`config.mk`:
```
export PLATFORM = sky130hd
export DESIGN_NAME = temperature_monitor_trip_stats
export DESIGN_NICKNAME = d
export VERILOG_FILES = /design/src/tms_pkg.sv /design/src/tms_div.sv /design/src/temperature_monitor_trip_stats.sv
export SDC_FILE = /design/constraint.sdc
export NUM_CORES = 1
export LEC_CHECK = 0
export BUFFER_PORTS_ARGS = -buffer_cell sky130_fd_sc_hd__buf_4
export CORE_MARGIN = 2
export CORE_UTILIZATION = 60
export DETAILED_ROUTE_END_ITERATION = 10
export PLACE_DENSITY = 0.79
export SYNTH_ARGS = -nofsm -noshare
export SYNTH_HDL_FRONTEND = slang
export SYNTH_SLANG_ARGS = --single-unit
```
`constraint.sdc`:
```
create_clock -name clk_i -period 8.11 [get_ports clk_i]
set_input_delay 0.4055 -clock clk_i [delete_from_list [all_inputs] [get_ports clk_i]]
set_output_delay 0.4055 -clock clk_i [all_outputs]
set_load 0.05 [all_outputs]
```
`src/tms_pkg.sv`:
```
`timescale 1ns / 1ps

package tms_pkg;

  // sequencer states
  typedef enum logic [1:0] {
    ST_IDLE,
    ST_LAUNCH,
    ST_DIV,
    ST_PEND
  } tms_state_e;

  // configuration register indexes
  localparam logic CFG_TEMP_LIMIT = 1'b0;
  localparam logic CFG_TRIP_RUN   = 1'b1;

  localparam int unsigned LIMIT_BITS = 15;
  localparam int unsigned RUN_BITS   = 4;

  // register reset values
  localparam logic [LIMIT_BITS-1:0] LIMIT_RESET = 15'd1280;
  localparam logic [RUN_BITS-1:0]   TRIP_RESET  = 4'd3;

  // run length saturates here
  localparam logic [RUN_BITS-1:0]   RUN_MAX     = 4'd15;

  // request types
  localparam logic REQ_SAMPLE = 1'b0;
  localparam logic REQ_STOP   = 1'b1;

endpackage

```
`src/tms_div.sv`:
```
`timescale 1ns / 1ps

module tms_div #(
  parameter int unsigned DvdBits = 40,
  parameter int unsigned DvsBits = 24
) (
  input  logic               clk_i,
  input  logic               rst_ni,
  input  logic               start_i,
  input  logic [DvdBits-1:0] dividend_i,
  input  logic [DvsBits-1:0] divisor_i,
  output logic               done_o,
  output logic [DvdBits-1:0] quotient_o
);

  localparam int unsigned CntBits = (DvdBits > 1) ? $clog2(DvdBits) : 1;

  logic               busy_q, busy_d;
  logic               done_q, done_d;
  logic [CntBits-1:0] cnt_q, cnt_d;
  logic [DvdBits-1:0] quo_q, quo_d;
  logic [DvsBits-1:0] rem_q, rem_d;
  logic [DvsBits-1:0] dvs_q, dvs_d;

  logic [DvsBits:0]   trial;
  logic [DvsBits:0]   diff;
  logic               borrow;

  // one restoring step per cycle: shift in the next dividend bit and trial subtract
  assign trial  = {rem_q, quo_q[DvdBits-1]};
  assign diff   = trial - {1'b0, dvs_q};
  assign borrow = diff[DvsBits];

  always_comb begin
    busy_d = busy_q;
    done_d = 1'b0;
    cnt_d  = cnt_q;
    quo_d  = quo_q;
    rem_d  = rem_q;
    dvs_d  = dvs_q;
    if (start_i) begin
      busy_d = 1'b1;
      cnt_d  = CntBits'(DvdBits - 1);
      quo_d  = dividend_i;
      rem_d  = '0;
      dvs_d  = divisor_i;
    end else if (busy_q) begin
      rem_d = borrow ? trial[DvsBits-1:0] : diff[DvsBits-1:0];
      quo_d = {quo_q[DvdBits-2:0], ~borrow};
      cnt_d = cnt_q - 1'b1;
      if (cnt_q == '0) begin
        busy_d = 1'b0;
        done_d = 1'b1;
      end
    end
  end

  // control state
  always_ff @(posedge clk_i or negedge rst_ni) begin
    if (!rst_ni) begin
      busy_q <= 1'b0;
      done_q <= 1'b0;
      cnt_q  <= '0;
    end else begin
      busy_q <= busy_d;
      done_q <= done_d;
      cnt_q  <= cnt_d;
    end
  end

  // datapath
  always_ff @(posedge clk_i) begin
    quo_q <= quo_d;
    rem_q <= rem_d;
    dvs_q <= dvs_d;
  end

  assign done_o     = done_q;
  assign quotient_o = quo_q;

endmodule

```
`src/temperature_monitor_trip_stats.sv`:
```
`timescale 1ns / 1ps

// Over-temperature monitor with consecutive-trip shutdown and running statistics.
// An accepted sample request goes to ST_PEND, which loads the output register once
// it is free, and the input is ready again as that load happens. The request that
// halts the block (stop request, or the sample whose over-limit run reaches
// trip_run) with at least one sample recorded passes through ST_LAUNCH and ST_DIV
// before ST_PEND loads the output register: the mean comes from a restoring
// divider that settles one quotient bit per cycle over the magnitude of the
// running sum. Later requests take the ST_PEND path and are answered from the
// stored mean. The input is not ready while a request is in flight; a result
// held by output backpressure keeps the block in ST_PEND, so it delays both the
// next result and the next acceptance. Configuration writes are always taken
// and must be issued only while the block is idle.

module temperature_monitor_trip_stats #(
  parameter int unsigned COUNT_BITS = 24,
  parameter int unsigned TEMP_BITS  = 16
) (
  input  logic                         clk_i,
  input  logic                         rst_ni,
  // configuration writes
  input  logic                         cfg_valid_i,
  output logic                         cfg_ready_o,
  input  logic                         cfg_index_i,
  input  logic [tms_pkg::LIMIT_BITS-1:0] cfg_data_i,
  // request channel
  input  logic                         in_valid_i,
  output logic                         in_ready_o,
  input  logic                         req_type_i,
  input  logic signed [TEMP_BITS-1:0]  temperature_i,
  // result channel
  output logic                         out_valid_o,
  input  logic                         out_ready_i,
  output logic                         over_limit_o,
  output logic [tms_pkg::RUN_BITS-1:0] run_length_o,
  output logic                         shutdown_o,
  output logic                         halted_o,
  output logic                         stats_valid_o,
  output logic [COUNT_BITS-1:0]        sample_total_o,
  output logic [COUNT_BITS-1:0]        above_total_o,
  output logic signed [TEMP_BITS-1:0]  max_temp_o,
  output logic signed [TEMP_BITS-1:0]  min_temp_o,
  output logic signed [TEMP_BITS-1:0]  mean_temp_o
);

  localparam int unsigned SumBits = COUNT_BITS + TEMP_BITS;
  localparam int unsigned CmpBits =
      ((TEMP_BITS > tms_pkg::LIMIT_BITS) ? TEMP_BITS : tms_pkg::LIMIT_BITS) + 1;

  // configuration registers
  logic [tms_pkg::LIMIT_BITS-1:0] limit_q, limit_d;
  logic [tms_pkg::RUN_BITS-1:0]   trip_q, trip_d;

  // monitor state
  logic [COUNT_BITS-1:0]       count_q, count_d;
  logic [COUNT_BITS-1:0]       over_cnt_q, over_cnt_d;
  logic signed [SumBits-1:0]   sum_q, sum_d;
  logic signed [TEMP_BITS-1:0] max_q, max_d;
  logic signed [TEMP_BITS-1:0] min_q, min_d;
  logic [tms_pkg::RUN_BITS-1:0] run_q, run_d;
  logic                        tripped_q, tripped_d;
  logic                        stopped_q, stopped_d;
  logic                        over_q, over_d;
  logic signed [TEMP_BITS-1:0] mean_q;

  tms_pkg::tms_state_e state_q, state_d;

  // output register
  logic                        out_valid_q;
  logic                        o_over_q;
  logic [tms_pkg::RUN_BITS-1:0] o_run_q;
  logic                        o_shut_q;
  logic                        o_halt_q;
  logic                        o_svalid_q;
  logic [COUNT_BITS-1:0]       o_count_q;
  logic [COUNT_BITS-1:0]       o_above_q;
  logic signed [TEMP_BITS-1:0] o_max_q;
  logic signed [TEMP_BITS-1:0] o_min_q;
  logic signed [TEMP_BITS-1:0] o_mean_q;

  logic                        in_acc;
  logic                        halted;
  logic                        div_needed;
  logic                        div_start;
  logic                        div_done;
  logic                        out_load;
  logic [SumBits-1:0]          sum_mag;
  logic [SumBits-1:0]          quotient;
  logic [TEMP_BITS-1:0]        quo_low;
  logic signed [CmpBits-1:0]   temp_ext;
  logic signed [CmpBits-1:0]   limit_ext;
  logic                        is_over;
  logic [tms_pkg::RUN_BITS-1:0] run_inc;
  logic [tms_pkg::RUN_BITS-1:0] need;

  assign cfg_ready_o = 1'b1;
  assign in_acc      = in_valid_i && in_ready_o;
  assign halted      = tripped_q || stopped_q;

  // configuration writes
  always_comb begin
    limit_d = limit_q;
    trip_d  = trip_q;
    if (cfg_valid_i) begin
      case (cfg_index_i)
        tms_pkg::CFG_TEMP_LIMIT: limit_d = cfg_data_i;
        tms_pkg::CFG_TRIP_RUN:   trip_d  = cfg_data_i[tms_pkg::RUN_BITS-1:0];
        default: ;
      endcase
    end
  end

  // limit compare and run arithmetic
  assign temp_ext  = CmpBits'(temperature_i);
  assign limit_ext = $signed({{(CmpBits - tms_pkg::LIMIT_BITS){1'b0}}, limit_q});
  assign is_over   = temp_ext > limit_ext;
  assign run_inc   = (run_q == tms_pkg::RUN_MAX) ? run_q : run_q + 1'b1;
  assign need      = (trip_q == '0) ? tms_pkg::RUN_BITS'(1) : trip_q;

  // statistics update for an accepted request
  always_comb begin
    count_d    = count_q;
    over_cnt_d = over_cnt_q;
    sum_d      = sum_q;
    max_d      = max_q;
    min_d      = min_q;
    run_d      = run_q;
    tripped_d  = tripped_q;
    stopped_d  = stopped_q;
    over_d     = over_q;
    div_needed = 1'b0;
    if (in_acc) begin
      over_d = 1'b0;
      if (!halted) begin
        if (req_type_i == tms_pkg::REQ_STOP) begin
          stopped_d  = 1'b1;
          div_needed = (count_q != '0);
        end else begin
          if (count_q == '0 || temperature_i > max_q) max_d = temperature_i;
          if (count_q == '0 || temperature_i < min_q) min_d = temperature_i;
          if (count_q != '1) begin
            sum_d   = sum_q + SumBits'(temperature_i);
            count_d = count_q + 1'b1;
          end
          if (is_over) begin
            over_d = 1'b1;
            if (over_cnt_q != '1) over_cnt_d = over_cnt_q + 1'b1;
            run_d = run_inc;
            if (run_inc >= need) begin
              tripped_d  = 1'b1;
              div_needed = 1'b1;
            end
          end else begin
            run_d = '0;
          end
        end
      end
    end
  end

  // next state
  always_comb begin
    state_d = state_q;
    case (state_q)
      tms_pkg::ST_IDLE:   if (in_acc) state_d = div_needed ? tms_pkg::ST_LAUNCH : tms_pkg::ST_PEND;
      tms_pkg::ST_LAUNCH: state_d = tms_pkg::ST_DIV;
      tms_pkg::ST_DIV:    if (div_done) state_d = tms_pkg::ST_PEND;
      tms_pkg::ST_PEND:   if (!out_valid_q || out_ready_i) state_d = tms_pkg::ST_IDLE;
      default:            state_d = tms_pkg::ST_IDLE;
    endcase
  end

  // sequencer outputs
  always_comb begin
    in_ready_o = 1'b0;
    div_start  = 1'b0;
    out_load   = 1'b0;
    case (state_q)
      tms_pkg::ST_IDLE:   in_ready_o = 1'b1;
      tms_pkg::ST_LAUNCH: div_start  = 1'b1;
      tms_pkg::ST_PEND:   out_load   = !out_valid_q || out_ready_i;
      default: ;
    endcase
  end

  // mean from magnitude of the sum, sign restored afterwards
  assign sum_mag = sum_q[SumBits-1] ? SumBits'(-sum_q) : SumBits'(sum_q);
  assign quo_low = quotient[TEMP_BITS-1:0];

  tms_div #(
    .DvdBits (SumBits),
    .DvsBits (COUNT_BITS)
  ) u_div (
    .clk_i      (clk_i),
    .rst_ni     (rst_ni),
    .start_i    (div_start),
    .dividend_i (sum_mag),
    .divisor_i  (count_q),
    .done_o     (div_done),
    .quotient_o (quotient)
  );

  // control and state registers
  always_ff @(posedge clk_i or negedge rst_ni) begin
    if (!rst_ni) begin
      state_q     <= tms_pkg::ST_IDLE;
      limit_q     <= tms_pkg::LIMIT_RESET;
      trip_q      <= tms_pkg::TRIP_RESET;
      count_q     <= '0;
      over_cnt_q  <= '0;
      sum_q       <= '0;
      max_q       <= '0;
      min_q       <= '0;
      run_q       <= '0;
      tripped_q   <= 1'b0;
      stopped_q   <= 1'b0;
      over_q      <= 1'b0;
      out_valid_q <= 1'b0;
    end else begin
      state_q     <= state_d;
      limit_q     <= limit_d;
      trip_q      <= trip_d;
      count_q     <= count_d;
      over_cnt_q  <= over_cnt_d;
      sum_q       <= sum_d;
      max_q       <= max_d;
      min_q       <= min_d;
      run_q       <= run_d;
      tripped_q   <= tripped_d;
      stopped_q   <= stopped_d;
      over_q      <= over_d;
      if (out_load) begin
        out_valid_q <= 1'b1;
      end else if (out_ready_i) begin
        out_valid_q <= 1'b0;
      end
    end
  end

  // stored mean, written at most once, when the divider finishes at the halt
  always_ff @(posedge clk_i) begin
    if (div_done) begin
      mean_q <= sum_q[SumBits-1] ? $signed(-quo_low) : $signed(quo_low);
    end
  end

  // result register
  always_ff @(posedge clk_i) begin
    if (out_load) begin
      o_over_q   <= over_q;
      o_run_q    <= run_q;
      o_shut_q   <= tripped_q;
      o_halt_q   <= halted;
      o_svalid_q <= (count_q != '0);
      o_count_q  <= count_q;
      o_above_q  <= over_cnt_q;
      o_max_q    <= max_q;
      o_min_q    <= min_q;
      o_mean_q   <= (halted && count_q != '0) ? mean_q : '0;
    end
  end

  assign out_valid_o    = out_valid_q;
  assign over_limit_o   = o_over_q;
  assign run_length_o   = o_run_q;
  assign shutdown_o     = o_shut_q;
  assign halted_o       = o_halt_q;
  assign stats_valid_o  = o_svalid_q;
  assign sample_total_o = o_count_q;
  assign above_total_o  = o_above_q;
  assign max_temp_o     = o_max_q;
  assign min_temp_o     = o_min_q;
  assign mean_temp_o    = o_mean_q;

  // divider only finishes while the sequencer waits for it
  a_div_done_in_div: assert property (@(posedge clk_i) disable iff (!rst_ni)
    div_done |-> state_q == tms_pkg::ST_DIV)
    else $error("divider finished outside the divide state");

  // a trip always leaves a non-zero over-limit run behind
  a_trip_has_run: assert property (@(posedge clk_i) disable iff (!rst_ni)
    tripped_q |-> run_q != '0)
    else $error("shutdown latched with an empty run");

  // over-limit samples never outnumber recorded samples
  a_over_le_count: assert property (@(posedge clk_i) disable iff (!rst_ni)
    over_cnt_q <= count_q)
    else $error("over-limit count exceeds sample count");

endmodule

```
==> results of run 1 <==
[cell families after synthesis]
| kind of cell | synth area share |
|---|---|
| muxes | 0.0274 |
| adders and majority gates | 0.0844 |
| and+or+nand+nor | 0.131 |
| xor gates and xnor gates | 0.0728 |
| AOI/OAI and AO/OA | 0.129 |
| buffers and inverters | 0.0330 |
| other | 0.000197 |
| DFF | 0.523 |
[stage by stage]
step | setup slack [ns] | util | hold WS [ns]
floorplan | 2.12 | - | 0.110
finish | 4.35 | 0.694 | 0.0936
global route | 4.13 | 0.694 | 0.0983
global placement | 4.35 | 0.653 | 0.451
detailed placement | 4.32 | 0.653 | 0.451
CTS | 4.39 | 0.694 | 0.0801
[cells in the mapped netlist (6+ instances only)]
master | instances | area [um^2]
a21o_1 | 37 | 278
a31oi_1 | 12 | 75.1
nand4_1 | 24 | 150
mux2_2 | 40 | 450
a211oi_1 | 32 | 240
inv_1 | 110 | 413
o21bai_1 | 7 | 52.6
nand2_1 | 149 | 559
nand2b_1 | 26 | 163
nor4_1 | 13 | 81.3
or4_1 | 9 | 67.6
and2_1 | 7 | 43.8
or3_1 | 9 | 56.3
and3_1 | 31 | 194
dfrtp_1 | 153 | 3830
ha_1 | 125 | 1560
o21ai_0 | 108 | 541
o22ai_1 | 6 | 37.5
clkbuf_1 | 53 | 199
and4_1 | 13 | 114
or2_2 | 7 | 43.8
nor2_1 | 114 | 428
xor2_1 | 76 | 666
edfxtp_1 | 184 | 5530
o31ai_1 | 22 | 165
nand3_1 | 29 | 145
mux2i_1 | 7 | 70.1
dfxtp_1 | 24 | 480
nor3_1 | 27 | 135
a21oi_1 | 124 | 621
xnor2_1 | 82 | 718
nor2b_1 | 12 | 75.1
o41ai_1 | 6 | 52.6
[registers in the layout, summed over array words and instances, names as in the netlist, 2 cells and up]
| name | cells |
|---|---|
| state_q | 2 |
| above_total_o | 24 |
| trip_q | 4 |
| max_temp_o | 16 |
| mean_q | 16 |
| u_div.rem_q | 24 |
| u_div.dvs_q | 24 |
| count_q | 24 |
| u_div.cnt_q | 6 |
| over_cnt_q | 24 |
| u_div.quotient_o | 40 |
| mean_temp_o | 16 |
| min_q | 16 |
| sum_q | 40 |
| run_length_o | 4 |
| limit_q | 15 |
| max_q | 16 |
| run_q | 4 |
| sample_total_o | 24 |
| min_temp_o | 16 |
[tightest hold or removal path: stages]
cell,delay [ns]
buf_4,0.07
nand2_1,0.03
o21ai_0,0.06
[timing repair]
action	in CTS	in global routing
hold buffers	1	0
hold endpoints to repair	24	0
buffers inserted	0	0
gates resized for setup	0	0
[routing by layer]
metal	vias to the layer above	GRT usage
met5	-	0
met4	0	0.0790
met3	90	0.0361
met2	391	0.413
met1	6567	0.337
li1	6637	-
[final timing paths]
path / startpoint / to / slack, ns / cells after the start
max in group asynchronous: rst_ni / max_q[2] / 6.12 / 3
min reg2reg: max_q[8] / max_temp_o[8] / 0.47 / 0
max reg2reg: state_q[1] / count_q[19] / 4.35 / 12
min in group asynchronous: rst_ni / over_cnt_q[10] / 0.52 / 2
min: cfg_data_i[6] / limit_q[6] / 0.09 / 3
max: state_q[1] / count_q[19] / 4.35 / 12
[area by class of cell]
cell class              count  share of cell area
flip-flops and latches    365               0.457
multi-input cells        1224               0.389
repair buffers            156              0.0541
clock buffers              55              0.0485
well taps                 402              0.0231
inverters                 110              0.0190
clock inverters            15             0.00960
[power by group]
part | internal (mW) | switching [mW] | total (mW)
registers | 2.69 | 0.474 | 3.16
logic | 1.49 | 2.28 | 3.77
clock network | 1.07 | 0.697 | 1.77
==> reports/qor.txt, run 1 <==
Buffer cell driving the clock tree root: clkbuf_16
Crit path max-delay cell type: or3_1
Category of the worst setup path launch point: flip-flop
Run status: completed
Via count of the first global-routing pass: 13300
Layout-stage area growth over the synthesis result: 14.5%
Crit share post-route: 0.463
H-tree lvl count: 2
Final Max Tran Viols: 0
Critical Path RT: 8.52 ns
Setup violations, final: 0
Crit end category: flip-flop
Final antenna diode count: 0
Global-route wire length before repair: 66.9 mm
Synth unique cells: 74
Total number of yosys warnings: 0
Die span in x: 182 um
Worst path top cell family by delay: simple AND/OR/NAND/NOR gates
Async SR Flop Fraction: 0.430
Area of the die: 0.0331 mm^2
Placed insts: 2256
DRC violation count after routing: 0
Clk buf depth: 3
Aggregate routed wire length: 40.4 mm
Largest stage delay on the critical path: 0.54 ns
Count of standard-cell rows: 65
Critical path class: reg2reg
Critical path cell sequence: inv_1 -> ha_1 -> nand2_1 -> or3_1 -> a31o_2 -> buf_4 -> nor3_1 -> and4_1 -> and4_1 -> and2_1 -> nand4_1 -> xnor2_1
Clock tree from TritonCTS: done
Met2 Routed Length: 19.3 mm
1st-pass router iterations: 6
Count of endpoints failing hold in the final timing report: 0
Share of cells above drive strength 1: 0.146
Filler cell count: 2259
Routed metal-1 wirelength: 17.9 mm
Detailed route wirelength on metal3: 2.07 mm
Most common library cell in the layout ignoring fill and taps: edfxtp_1
DPL Wire Length: 27.9 mm
Final design area excluding fillers: 0.0218 mm^2
Lkg Pwr: 9.52 nW
Drt via density: 5.88
Number of flip-flops and latches in the synthesized netlist: 365
Routed Antenna Nets: 0
Average cell area after synthesis: 10.8 um^2
Final critical path time including I/O delays and setup: 3.76 ns
Worst slew margin relative to its limit: 0.270
Synthesized instance count: 1755
Commonest cells after routing, fill and taps aside: 184 x edfxtp_1, 154 x buf_4, 153 x dfrtp_1
Number of antenna violations at the first check in global routing: 0
Highest Signal Layer: met4
DRC marker count from the first detailed-route iteration: 1025
Sequential-to-total area share from yosys stat: 0.523
Setup repair after global routing missed its margin: no
Clock latency reported for the late side of the worst-skew pair: 0.52 ns
Data arrival time of the worst path: 4.16 ns
Dominant synthesized flop cell: edfxtp_1
Buffers on Ports: 143
Max capacitance violation total: 0
Placer's final routability congestion estimate: 0.912
Peak supply drop: 0.270 mV
Worst path buffer plus inverter count: 2
Largest fanout of any net on the critical path: 76
Remaining global-route overflow: 0
Total Power: 8.70 mW
GRT Overall Usage: 0.248
Syn Std Cell Area: 0.0190 mm^2
Wire per inst: 17.4 um
Largest net degree at the start of global routing: 97
Count of boundary I/O pins: 145
Worst min-delay path class: in2reg
Total negative slack for setup checks: 0 ns
Clock-pin slew reported for the worst setup and hold paths after clock tree synthesis: 0.06 ns
Cell repeated most along the worst path: and4_1
Transition time at the pin with the least slew margin: 1.09 ns
Core Area: 0.0314 mm^2
EDFF count, synth: 184
Footprint of the multi-input gates: 0.00847 mm^2
Via count of the routed design: 13700
Sinks on Clock Net: 365
Worst setup skew after layout: 0.0208 ns
Finished Layout Cells: 2327
TritonCTS buffer count: 39
Initial Util: 0.606
Nets in the synthesized netlist: 1920
Achievable clock frequency: 0.266 GHz
Final #Nets: 2061
Cell area after placement: 0.0205 mm^2
Area taken by flip-flops and latches: 0.00994 mm^2
Vertical die dimension: 182 um
Power density of the placed cells: 400 mW/mm^2
Note: power is estimated with default switching activity, not from simulation.
==> run 2, diff against run 1 <==
Clock period 8.11 ns to 3.9 ns, I/O delays scaled along.
==> run 2 against run 1 <==
Net effect: worst setup slack lost 4.1 ns; via count grew 1.1%; non-clock buffer count grew 33; die area is the same; clock skew shrank 0.0041 ns; count of clock-buffer cells in the layout shrank 8; sequential power grew 110%; sequential share of layout area shrank 0.60 points; critical endpoint is now sum_q[39]; highest routed layer unchanged.
==> reports/qor.txt, run 2 (synthesis results as in run 1) <==
Run status: completed (unchanged)
Remaining global-route overflow: 0 (unchanged)
Footprint of the multi-input gates: 0.00847 mm^2 (unchanged)
Critical Path RT: 4.34 ns (was 8.52 ns)
Number of stages on the worst hold path: 2 (was 3)
Number of antenna violations at the first check in global routing: 0 (unchanged)
Placement-stage worst setup slack: 0.313 ns (was 4.32 ns)
Largest fanout of any net on the critical path: 6 (was 76)
Total negative slack for setup checks: 0 ns (unchanged)
Hold_sp: temperature_i[8] (was cfg_data_i[6])
Most common library cell in the layout ignoring fill and taps: edfxtp_1 (unchanged)
Crit share post-route: 0.937 (was 0.463)
Worst slew margin relative to its limit: 0.338 (was 0.270)
Power density of the placed cells: 818 mW/mm^2 (was 400 mW/mm^2)
Switching share of power: 0.403 (was 0.397)
Worst Hold End: max_q[8] (was limit_q[6])
Count of boundary I/O pins: 145 (unchanged)
Crit path max-delay cell type: or4_1 (was or3_1)
Capture point of the worst reg-to-reg path: sum_q[39] (was count_q[19])
Area taken by flip-flops and latches: 0.00994 mm^2 (unchanged)
H-tree lvl count: 2 (unchanged)
DPL Wire Length: 28.2 mm (was 27.9 mm)
Routed Antenna Nets: 0 (unchanged)
Category of the worst setup path launch point: flip-flop (unchanged)
Final critical path time including I/O delays and setup: 3.65 ns (was 3.76 ns)
Worst setup skew after layout: 0.0166 ns (was 0.0208 ns)
Post-route setup slack: 0.247 ns (was 4.35 ns)
Setup repair after global routing missed its margin: no (unchanged)
Clock-pin slew reported for the worst setup and hold paths after clock tree synthesis: 0.06 ns (about the same)
Worst Hold Slack: 0.0148 ns (was 0.0936 ns)
Crit path from: sum_q[10] (was state_q[1])
Clock tree from TritonCTS: done (unchanged)
Core Area: 0.0314 mm^2 (unchanged)
Initial Util: 0.606 (unchanged)
Clk buf depth: 3 (unchanged)
Global-route wire length before repair: 68.1 mm (was 66.9 mm)
Worst min-delay path class: in2reg (unchanged)
Wire per inst: 17.6 um (was 17.4 um)
DRC marker count from the first detailed-route iteration: 1042 (was 1025)
Part of the total power dissipated in sequential elements: 0.365 (was 0.363)
Reg2reg setup slack: 0.25 ns (was 4.35 ns)
Count of standard-cell rows: 65 (unchanged)
Largest net degree at the start of global routing: 134 (was 97)
Peak supply drop: 0.522 mV (was 0.270 mV)
Startpoint of the worst-slack reg-to-reg timing path: sum_q[10] (was state_q[1])
Count of endpoints failing hold in the final timing report: 0 (unchanged)
Lkg Pwr: 9.66 nW (was 9.52 nW)
Final Max Tran Viols: 0 (unchanged)
Layout-stage area growth over the synthesis result: 16.1% (was 14.5%)
Vertical die dimension: 182 um (unchanged)
Buffer cell driving the clock tree root: clkbuf_16 (unchanged)
Aggregate routed wire length: 41.5 mm (was 40.4 mm)
DRC violation count after routing: 0 (unchanged)
Drt via density: 5.86 (was 5.88)
GRT Overall Usage: 0.252 (was 0.248)
Max capacitance violation total: 0 (unchanged)
Data arrival time of the worst path: 4.09 ns (was 4.16 ns)
Filler cell count: 2289 (was 2259)
Setup violations, final: 0 (unchanged)
Util after Layout: 0.703 (was 0.694)
Buffers on Ports: 143 (unchanged)
Transition time at the pin with the least slew margin: 0.989 ns (was 1.09 ns)
Share of cells above drive strength 1: 0.148 (was 0.146)
Area of the die: 0.0331 mm^2 (unchanged)
Logic depth of the worst register-to-register path: 10 (was 12)
Placer's final routability congestion estimate: 0.906 (was 0.912)
Final antenna diode count: 0 (unchanged)
Sinks on Clock Net: 365 (unchanged)
Commonest cells after routing, fill and taps aside: 184 x edfxtp_1, 154 x buf_4, 153 x dfrtp_1 (unchanged)
Via count of the first global-routing pass: 13500 (was 13300)
Internal portion of total power: 10.8 mW (was 5.25 mW)
Die span in x: 182 um (unchanged)
Clock power frac: 0.194 (was 0.203)
TritonCTS buffer count: 39 (unchanged)
Critical path class: reg2reg (unchanged)
Crit end category: flip-flop (unchanged)
NetSw: 7.28 mW (was 3.45 mW)
Via count of the routed design: 13800 (was 13700)
Final #Nets: 2094 (was 2061)
Clock latency reported for the late side of the worst-skew pair: 0.53 ns (was 0.52 ns)
Achievable clock frequency: 0.274 GHz (was 0.266 GHz)
Largest stage delay on the critical path: 0.54 ns (about the same)
1st-pass router iterations: 5 (was 6)
Critical path cell sequence: ha_1 -> and3_1 -> or3b_2 -> o31ai_1 -> o21ai_0 -> a211oi_1 -> a21boi_0 -> or4_1 -> nand3_1 -> xor2_1 (was inv_1 -> ha_1 -> nand2_1 -> or3_1 -> a31o_2 -> buf_4 -> nor3_1 -> and4_1 -> and4_1 -> and2_1 -> nand4_1 -> xnor2_1)
Relative contribution of combinational cells to total power: 0.440 (was 0.434)
==> run 2: cell count changes in the layout (fill, tap and decap cells not counted), sizes merged <==
| cell | change |
|---|---|
| clkinv | +11 |
| dlygate4sd3 | +30 |
| buf | +3 |
| clkbuf | -8 |
| bufinv | -3 |
==> run 2: worst max-delay path by stage <==
stage,to,slack (ns),depth (start not counted)
after floorplan,u_div.quotient_o[37],0.72,9
after global placement,sum_q[39],0.46,10
after detailed placement,sum_q[39],0.31,10
after CTS,sum_q[39],0.28,10
after global routing,sum_q[39],0.05,10
final,sum_q[39],0.25,10
==> run 2: power groups by stage <==
stage          Combinational (mW)  Clock, mW  Sequential [mW]
5_1_grt                      8.81       3.72             6.75
2_1_floorplan                5.24          0             7.23
4_1_cts                      7.93       3.56             6.57
3_3_place_gp                 7.59          0             6.57
3_5_place_dp                 7.84          0             6.63
6_report                     7.94       3.51             6.59
==> run 2: cell type report <==
cell class / instances / area share
clock buffer: 47 / 0.0465
clock inverter: 23 / 0.00771
inverter: 110 / 0.0187
multi-input combinational: 1224 / 0.384
sequential: 365 / 0.450
tap: 402 / 0.0228
timing repair buffer: 189 / 0.0697
==> run 2: metrics by stage <==
step	area [um^2]	total power, mW	cells
2_1_floorplan	19000	12.5	1755
3_3_place_gp	20600	14.2	2259
3_5_place_dp	20600	14.5	2259
4_1_cts	22100	18.1	2360
5_1_grt	22100	19.3	2360
6_report	22100	18.0	2360
==> run 2: critical path, delay by kind of cell (launching register included) <==
family | cells | cell delay, ns
AO/OA/AOI/OAI | 4 | 1.18
XOR/XNOR | 1 | 0.17
adder cells (fa/ha/maj) | 1 | 0.43
flip-flops | 1 | 0.47
AND/OR/NAND/NOR | 4 | 1.32
==> run 2: metal layers <==
metal  GRT usage  routed length [um]
met1       0.337               18400
met4      0.0826                1240
met5           0                   0
met3      0.0435                2250
met2       0.422               19700
==> run 2: repair_timing <==
item | CTS | global route
gates resized for setup | 0 | 0
endpoints found under the hold margin | 137 | 0
hold buffers | 31 | 0
setup buffers | 0 | 0
==> run 3, diff against run 2 <==
Settings changed: CORE_UTILIZATION 60 to 35, PLACE_DENSITY 0.79 to 0.5.
==> run 3 against run 2 <==
Net effect: power up 4.1%; die area grew 70%; via count decreased by 2.3%; combinational power about the same; clock power up 21%; clock skew fell by 0.0043 ns; global-route usage fell by 8.9 points; critical path depth stayed put; worst setup slack improved by 0.083 ns; largest cell class unchanged; critical endpoint unchanged; flip-flop and latch count did not move; count of clock-buffer cells in the layout rose by 15; first-iteration DRC count down 32%.
==> reports/qor.txt, run 3 (synthesis results as in run 1) <==
Count of boundary I/O pins: 145 (unchanged)
Category of the worst setup path launch point: flip-flop (unchanged)
Sinks on Clock Net: 365 (unchanged)
Placed insts: 2561 (was 2259)
Buffer cell driving the clock tree root: clkbuf_16 (unchanged)
Final antenna diode count: 0 (unchanged)
Setup repair after global routing missed its margin: no (unchanged)
Clock-pin slew reported for the worst setup and hold paths after clock tree synthesis: 0.06 ns (about the same)
Critical Path RT: 4.38 ns (was 4.34 ns)
Reg2reg setup slack: 0.33 ns (was 0.25 ns)
Area taken by flip-flops and latches: 0.00994 mm^2 (unchanged)
Global-route wire length before repair: 73.3 mm (was 68.1 mm)
Count of standard-cell rows: 85 (was 65)
Capture point of the worst reg-to-reg path: sum_q[39] (unchanged)
Via count of the routed design: 13500 (was 13800)
Number of antenna violations at the first check in global routing: 0 (unchanged)
Total negative slack for setup checks: 0 ns (unchanged)
Critical path class: reg2reg (unchanged)
Largest net degree at the start of global routing: 76 (was 134)
Clock tree from TritonCTS: done (unchanged)
Placer's final routability congestion estimate: 0.835 (was 0.906)
Footprint of the multi-input gates: 0.00847 mm^2 (unchanged)
Vertical die dimension: 237 um (was 182 um)
Core Area: 0.0538 mm^2 (was 0.0314 mm^2)
Data arrival time of the worst path: 4.05 ns (was 4.09 ns)
Die span in x: 237 um (was 182 um)
Startpoint of the worst-slack reg-to-reg timing path: sum_q[10] (unchanged)
Initial Util: 0.353 (was 0.606)
Max capacitance violation total: 0 (unchanged)
Worst Hold End: trip_q[3] (was max_q[8])
Final Max Tran Viols: 0 (unchanged)
Worst slew margin relative to its limit: 0.340 (was 0.338)
Clk buf depth: 3 (unchanged)
Drt via density: 5.06 (was 5.86)
Most common library cell in the layout ignoring fill and taps: edfxtp_1 (unchanged)
H-tree lvl count: 2 (unchanged)
Count of endpoints failing hold in the final timing report: 0 (unchanged)
DRC marker count from the first detailed-route iteration: 706 (was 1042)
Peak supply drop: 0.337 mV (was 0.522 mV)
Wire per inst: 16.9 um (was 17.6 um)
Commonest cells after routing, fill and taps aside: 184 x edfxtp_1, 162 x buf_4, 153 x dfrtp_1 (was 184 x edfxtp_1, 154 x buf_4, 153 x dfrtp_1)
DRC violation count after routing: 0 (unchanged)
GRT Overall Usage: 0.163 (was 0.252)
1st-pass router iterations: 5 (unchanged)
Run status: completed (unchanged)
Worst setup skew after layout: 0.0123 ns (was 0.0166 ns)
Placement-stage worst setup slack: 0.382 ns (was 0.313 ns)
Achievable clock frequency: 0.280 GHz (was 0.274 GHz)
DPL Wire Length: 31.7 mm (was 28.2 mm)
Finished Layout Cells: 2674 (was 2360)
TritonCTS buffer count: 43 (was 39)
Via count of the first global-routing pass: 13600 (was 13500)
Share of cells above drive strength 1: 0.154 (was 0.148)
Worst min-delay path class: in2reg (unchanged)
Final critical path time including I/O delays and setup: 3.57 ns (was 3.65 ns)
Clock latency reported for the late side of the worst-skew pair: 0.57 ns (was 0.53 ns)
Area of the die: 0.0562 mm^2 (was 0.0331 mm^2)
Layout-stage area growth over the synthesis result: 20.0% (was 16.1%)
Setup violations, final: 0 (unchanged)
Buffers on Ports: 143 (unchanged)
Routed Antenna Nets: 0 (unchanged)
Crit end category: flip-flop (unchanged)
Hold_sp: cfg_valid_i (was temperature_i[8])
Lkg Pwr: 9.85 nW (was 9.66 nW)
Logic depth of the worst register-to-register path: 10 (unchanged)
Total Power: 18.8 mW (was 18.0 mW)
Filler cell count: 5116 (was 2289)
Power density of the placed cells: 823 mW/mm^2 (was 818 mW/mm^2)
Remaining global-route overflow: 0 (unchanged)
Number of stages on the worst hold path: 3 (was 2)
Aggregate routed wire length: 45.2 mm (was 41.5 mm)
Util after Layout: 0.424 (was 0.703)
Crit share post-route: 0.915 (was 0.937)
Transition time at the pin with the least slew margin: 0.989 ns (about the same)
Largest fanout of any net on the critical path: 6 (unchanged)
Post-route setup slack: 0.330 ns (was 0.247 ns)
Final #Nets: 2108 (was 2094)
[run 3: per-layer routing]
| layer | up-vias | part of all wire | GRT usage |
|---|---|---|---|
| met5 | - | 0 | 0 |
| li1 | 6740 | - | - |
| met2 | 203 | 0.47 | 0.273 |
| met4 | 0 | 0.019 | 0.0435 |
| met1 | 6524 | 0.47 | 0.216 |
| met3 | 53 | 0.042 | 0.0323 |
[run 3: cell type report]
cell class	instances	share of cell area
Clock buffer	62	0.0548
Multi-Input combinational cell	1224	0.371
Timing Repair Buffer	199	0.0709
Clock inverter	18	0.0111
Tap cell	696	0.0382
Sequential cell	365	0.436
Inverter	110	0.0181
[run 3: timing repair]
action,4_1_cts,5_1_grt
endpoints found under the setup margin,0,0
hold endpoints to repair,97,0
hold buffers,33,0
buffers inserted,0,0
gates resized for setup,0,0
[run 3: per-stage QoR]
stage	area (um^2)	hold slack, ns
final	22800	0.0992
after global routing	22800	0.0832
after CTS	22800	0.0645
after detailed placement	21000	0.176
after global placement	21000	0.180
after floorplan	19000	-0.101
[run 3: power breakdown]
group	switching, mW	internal (mW)	total (mW)
clock network	1.62	2.63	4.25
logic	4.77	3.19	7.97
registers	0.989	5.58	6.57
total	7.39	11.4	18.8
[run 3: worst max path at each step]
| stage | from | to |
|---|---|---|
| floorplan | sum_q[9] | u_div.quotient_o[37] |
| global placement | sum_q[2] | u_div.quotient_o[39] |
| detailed placement | sum_q[10] | sum_q[39] |
| CTS | sum_q[10] | sum_q[39] |
| global route | sum_q[10] | sum_q[39] |
| finish | sum_q[10] | sum_q[39] |
[run 3: critical path, stage by stage, from the launching register on]
cell	delay, ns
dfrtp_1	0.45
ha_1	0.40
and3_1	0.19
or3b_2	0.46
o31ai_1	0.29
o21ai_0	0.17
a211oi_1	0.45
a21boi_0	0.29
or4_1	0.52
nand3_1	0.11
xor2_1	0.15
